`config.mk`:
```
export PLATFORM = sky130hd
export DESIGN_NAME = ttt_update
export DESIGN_NICKNAME = d
export VERILOG_FILES = /design/src/design/ttt_pkg.sv /design/src/design/ttt_update.sv
export SDC_FILE = /design/constraint.sdc
export NUM_CORES = 1
export LEC_CHECK = 0
export BUFFER_PORTS_ARGS = -buffer_cell sky130_fd_sc_hd__buf_2
export CORE_AREA = 3 3 250 252
export DETAILED_ROUTE_END_ITERATION = 7
export DIE_AREA = 0 0 253 255
export GPL_ROUTABILITY_DRIVEN = 1
export PLACE_DENSITY_LB_ADDON = 0.25
export SLEW_MARGIN = 20
export SYNTH_ARGS = -nofsm -noshare
export SYNTH_HDL_FRONTEND = slang
export SYNTH_SLANG_ARGS = --single-unit
```
`constraint.sdc`:
```
create_clock -name vclk -period 3.2
set_clock_uncertainty 0.2 [all_clocks]
set_input_delay 0 -clock vclk [all_inputs]
set_output_delay 0 -clock vclk [all_outputs]
set_load 0.02 [all_outputs]
```
`src/design/ttt_pkg.sv`:
```
`default_nettype none

package ttt_pkg;

   localparam int unsigned BUCKET_BITS_DEFAULT = 10;

   localparam logic ACT_LOOKUP = 1'b0;
   localparam logic ACT_INSERT = 1'b1;

   localparam logic [1:0] BOUND_EXACT = 2'd0;
   localparam logic [1:0] BOUND_UPPER = 2'd1;
   localparam logic [1:0] BOUND_LOWER = 2'd2;

   localparam int unsigned CSR_INDEX_BITS = 2;
   localparam int unsigned CSR_DATA_BITS = 15;
   localparam logic [CSR_INDEX_BITS-1:0] CSR_SEARCH_AGE = 2'd0;
   localparam logic [CSR_INDEX_BITS-1:0] CSR_MATE_SCORE = 2'd1;
   localparam logic [CSR_INDEX_BITS-1:0] CSR_INFINITE_SCORE = 2'd2;

   localparam logic [7:0] SEARCH_AGE_RESET = 8'd0;
   localparam logic [14:0] MATE_SCORE_RESET = 15'd32000;
   localparam logic [14:0] INFINITE_SCORE_RESET = 15'd32767;

   localparam int unsigned REQ_TDATA_BITS = 112;
   localparam int unsigned RSP_TDATA_BITS = 48;

   typedef struct packed {
      logic              action;
      logic [63:0]       key;
      logic [15:0]       move;
      logic signed [7:0] draft;
      logic [1:0]        bound;
      logic signed [15:0] value;
   } item_type;

   typedef struct packed {
      logic [63:0]        key;
      logic [15:0]        move;
      logic signed [7:0]  draft;
      logic [1:0]         bound;
      logic signed [15:0] value;
      logic [7:0]         age;
   } slot_type;

   typedef struct packed {
      slot_type second;
      slot_type first;
   } bucket_type;

   typedef struct packed {
      logic               hit;
      logic               from_second;
      logic [15:0]        move;
      logic signed [7:0]  draft;
      logic [1:0]         bound;
      logic signed [15:0] value;
   } result_type;

   typedef struct packed {
      logic [7:0]  search_age;
      logic [14:0] mate_score;
      logic [14:0] infinite_score;
   } cfg_type;

endpackage

`default_nettype wire

```
`src/design/ttt_update.sv`:
```
`default_nettype none

module ttt_update (
   input  ttt_pkg::item_type    item,
   input  ttt_pkg::bucket_type  old_bucket,
   input  ttt_pkg::cfg_type     cfg,
   output ttt_pkg::bucket_type  new_bucket,
   output logic                 has_result,
   output ttt_pkg::result_type  result
);

   function automatic ttt_pkg::slot_type fill_slot(
      input ttt_pkg::slot_type old_slot,
      input ttt_pkg::item_type it,
      input logic [1:0]        bound,
      input logic [15:0]       value,
      input logic [7:0]        age
   );
      ttt_pkg::slot_type s;
      s.key = it.key;
      s.move = it.move;
      if (it.move == 16'd0 && old_slot.key == it.key) begin
         s.move = old_slot.move;
      end
      s.draft = it.draft;
      s.bound = bound;
      s.value = value;
      s.age = age;
      return s;
   endfunction

   logic               hit_first;
   logic               hit_second;
   logic signed [16:0] value_ext;
   logic signed [16:0] mate_pos;
   logic signed [16:0] mate_neg;
   logic signed [16:0] inf_pos;
   logic signed [16:0] inf_neg;
   logic [1:0]         ins_bound;
   logic [15:0]        ins_value;
   logic               take_second;
   ttt_pkg::slot_type  found;

   always_comb begin
      hit_first = (old_bucket.first.key == item.key);
      hit_second = !hit_first && (old_bucket.second.key == item.key);

      value_ext = {item.value[15], item.value};
      mate_pos = {2'b00, cfg.mate_score};
      mate_neg = -mate_pos;
      inf_pos = {2'b00, cfg.infinite_score};
      inf_neg = -inf_pos;

      ins_bound = item.bound;
      ins_value = item.value;
      if (value_ext >= mate_pos) begin
         if (item.bound == ttt_pkg::BOUND_UPPER) begin
            ins_value = inf_pos[15:0];
         end else begin
            ins_bound = ttt_pkg::BOUND_LOWER;
            ins_value = mate_pos[15:0];
         end
      end else if (value_ext <= mate_neg) begin
         if (item.bound == ttt_pkg::BOUND_LOWER) begin
            ins_value = inf_neg[15:0];
         end else begin
            ins_bound = ttt_pkg::BOUND_UPPER;
            ins_value = mate_neg[15:0];
         end
      end

      take_second = (old_bucket.second.age != cfg.search_age)
         || ($signed(old_bucket.second.draft) <= $signed(item.draft));

      new_bucket = old_bucket;
      if (item.action == ttt_pkg::ACT_INSERT) begin
         new_bucket.first = fill_slot(old_bucket.first, item, ins_bound, ins_value,
            cfg.search_age);
         if (take_second) begin
            new_bucket.second = fill_slot(old_bucket.second, item, ins_bound, ins_value,
               cfg.search_age);
         end
      end else if (hit_second) begin
         new_bucket.second.age = cfg.search_age;
      end

      found = hit_first ? old_bucket.first : old_bucket.second;
      result = '0;
      if (hit_first || hit_second) begin
         result.hit = 1'b1;
         result.from_second = hit_second;
         result.move = found.move;
         result.draft = found.draft;
         result.bound = found.bound;
         result.value = found.value;
      end
      has_result = (item.action == ttt_pkg::ACT_LOOKUP);
   end

endmodule

`default_nettype wire

```
==> run_results.csv <==
group,metric,value,unit
drt,vias_per_cell,4.25,
place,dpl_cell_area,12100,µm²
critical_path,cp-start-kind,"primary input",
run_status,violations,"negative setup slack",
final_layout,nNetsFinal,2070,
critical_path,critPathCaptureType,"primary output",
pwr,power_density,172,nW/µm²
floorplan,coreArea,60400,µm²
place,io_buffers,646,
sta,slew_viol_final,0,
run_status,status,"finished, violations left",
pwr,p_leak,5.97,nW
sta,setup_viol_count_final,36,
yosys,yosys.cell_types.count,57,
sta,fmax,259,MHz
grt,gr-total-overflow,0,
drt,drt_iter0_markers,615,
critical_path,path_class,"in -> out",
floorplan,die_h,255,µm
sta,hold_viol,0,
yosys,avgSynthCellArea,7.38,µm²
hold_path,hold_path.class,"in -> out",
final_layout,n_clock_buffer,0,
yosys,synth_area_leaders,"mux2_2 (29%), xnor2_1 (10%), xor2_1 (9.2%)",
place,dp_hpwl,51400,µm
floorplan,dieArea,64500,µm²
final_layout,drive_gt1_frac,0.597,
final_layout,areaGrowthSynthToFinish,77.7,%
drt,drt-total-wl,56800,µm
sta,fin_crit_sh,1.21,
final_layout,finalInstanceArea,12500,µm²
floorplan,die_x,253,µm
floorplan,io_pins,646,
floorplan,initial_core_util,0.117,
final_layout,post-route-util,0.207,
drt,firstDrtPassIters,5,
yosys,synth_top_cell_area_share,0.289,
sta,finalWorstSetupSlack,-0.657,ns
final_layout,fillerInstances,6904,
pwr,vdd_drop_max,90.1,µV
yosys,yosysSeqAreaShare,0,
grt,grt_antenna_before_repair,32,
critical_path,cp.required,3.00,ns
grt,grt_pass1_vias,10540,
grt,grt_use_total,0.161,
yosys,synth_warnings,0,
critical_path,cp_data_arrival_time,3.66,ns
sta,relSlewSlack,0.545,
drt,drcViolationCount,0,
yosys,syn_area,7050,µm²
yosys,synth_nets,1369,
floorplan,rows,90,
final_layout,nFlopsAndLatches,0,
yosys,syn_inst,955,
sta,rsz0062_at_grt,"true",
drt,vias,10433,
grt,grt_pass1_wl,76000,µm
drt,wire_per_inst,23.1,µm
final_layout,seq_area,0,µm²
critical_path,crit_fanout,6,
place,gp_congestion,0.924,
sta,fin_crit,3.86,ns
run,maxCapViolations,0,
sta,tightest_slew,0.675,ns
grt,grt_max_degree,86,
clock_tree,cts_hold_buf,0,
yosys,synth.largest_area_cell,"mux2_2",
drt,antenna_left,0,
[cells by family (layout without fill, tap and decap cells)]
family | after synthesis | after routing | share of synthesized area
buffers and inverters | 134 | 833 | 0.0728
AOI/OAI and AO/OA | 175 | 175 | 0.156
adders and majority gates | 41 | 41 | 0.0728
other | 0 | 19 | 0
xor gates and xnor gates | 159 | 159 | 0.199
and+or+nand+nor | 246 | 246 | 0.183
muxes | 200 | 200 | 0.316
[routing by layer]
metal | track usage | share of wire
met1 | 0.188 | 0.39
met2 | 0.299 | 0.51
met3 | 0.0260 | 0.062
met4 | 0.0539 | 0.034
met5 | 0 | 0.00041
[final timing paths]
| path | startpoint | to | slack, ns | cells after the start |
|---|---|---|---|---|
| worst max-delay path | cfg[20] | new_bucket[19] | -0.66 | 16 |
| worst min-delay path | old_bucket[14] | new_bucket[14] | 0.14 | 4 |
[worst max-delay path: stages]
cell	delay, ns
buf_8	0.10
or4_4	0.52
or4_4	0.43
or4_4	0.46
xnor2_4	0.16
ha_4	0.29
a21oi_2	0.05
o211ai_1	0.21
a41oi_2	0.07
o31ai_2	0.11
nand2_2	0.19
buf_12	0.19
buf_12	0.15
mux2i_4	0.19
a221oi_2	0.33
buf_4	0.19
[power breakdown]
| part | total, mW | switching (mW) | internal, mW |
|---|---|---|---|
| clock | 0.000000808 | 0 | 0.000000808 |
| sequential | 0 | 0 | 0 |
| combinational | 2.16 | 1.23 | 0.928 |
[synth_stat cells (all sizes together) (19+ instances only)]
cell type and count:
mux2 182, o21ai 85, xnor2 85, inv 82
xor2 74, nand2 62, nand3 52, clkbuf 44
ha 41, nor4 31, nor2 30, nand4 27
a21oi 19
[layout by cell type (no fill, tap or decap), drive strengths merged, types with 5 or more instances in the layout]
master	synthesis	routed
buf	7	750
mux2	182	182
xnor2	85	85
o21ai	85	85
inv	82	82
xor2	74	74
nand2	62	62
nand3	52	52
ha	41	41
nor4	31	31
nor2	30	30
nand4	27	27
diode	0	19
a21oi	19	19
mux2i	18	18
nor3	9	9
a21o	8	8
a221oi	8	8
a211oi	8	8
o22ai	8	8
nand2b	7	7
or4	7	7
nor3b	6	6
o211ai	5	5
a221o	5	5
[metrics by stage]
step           worst slack [ns]  instances  power [mW]  TNS (ns)  hold WS, ns
2_1_floorplan            -0.290        955        1.05     -6.03      -0.0617
3_3_place_gp             -0.677       2433        2.07    -20.74        0.146
3_5_place_dp             -0.720       2433        2.06    -22.40        0.148
4_1_cts                  -0.613       2436        2.15    -17.99        0.134
5_1_grt                  -0.747       2447        2.30    -22.94        0.162
6_report                 -0.657       2455        2.16    -18.86        0.135
[repair_timing]
item	in CTS	in global routing
gates cloned	1	0
gates resized for setup	63	19
pin swaps	13	11
setup endpoints to repair	37	36
buffers inserted	2	2
[area by class of cell]
type               count  area [µm²]  share of cell area
repair buffers       750        4330               0.346
multi-input cells    821        6850               0.547
well taps            782         978              0.0781
diodes                19        47.5             0.00380
inverters             83         312              0.0249
Power figures use the tool's default switching activity.
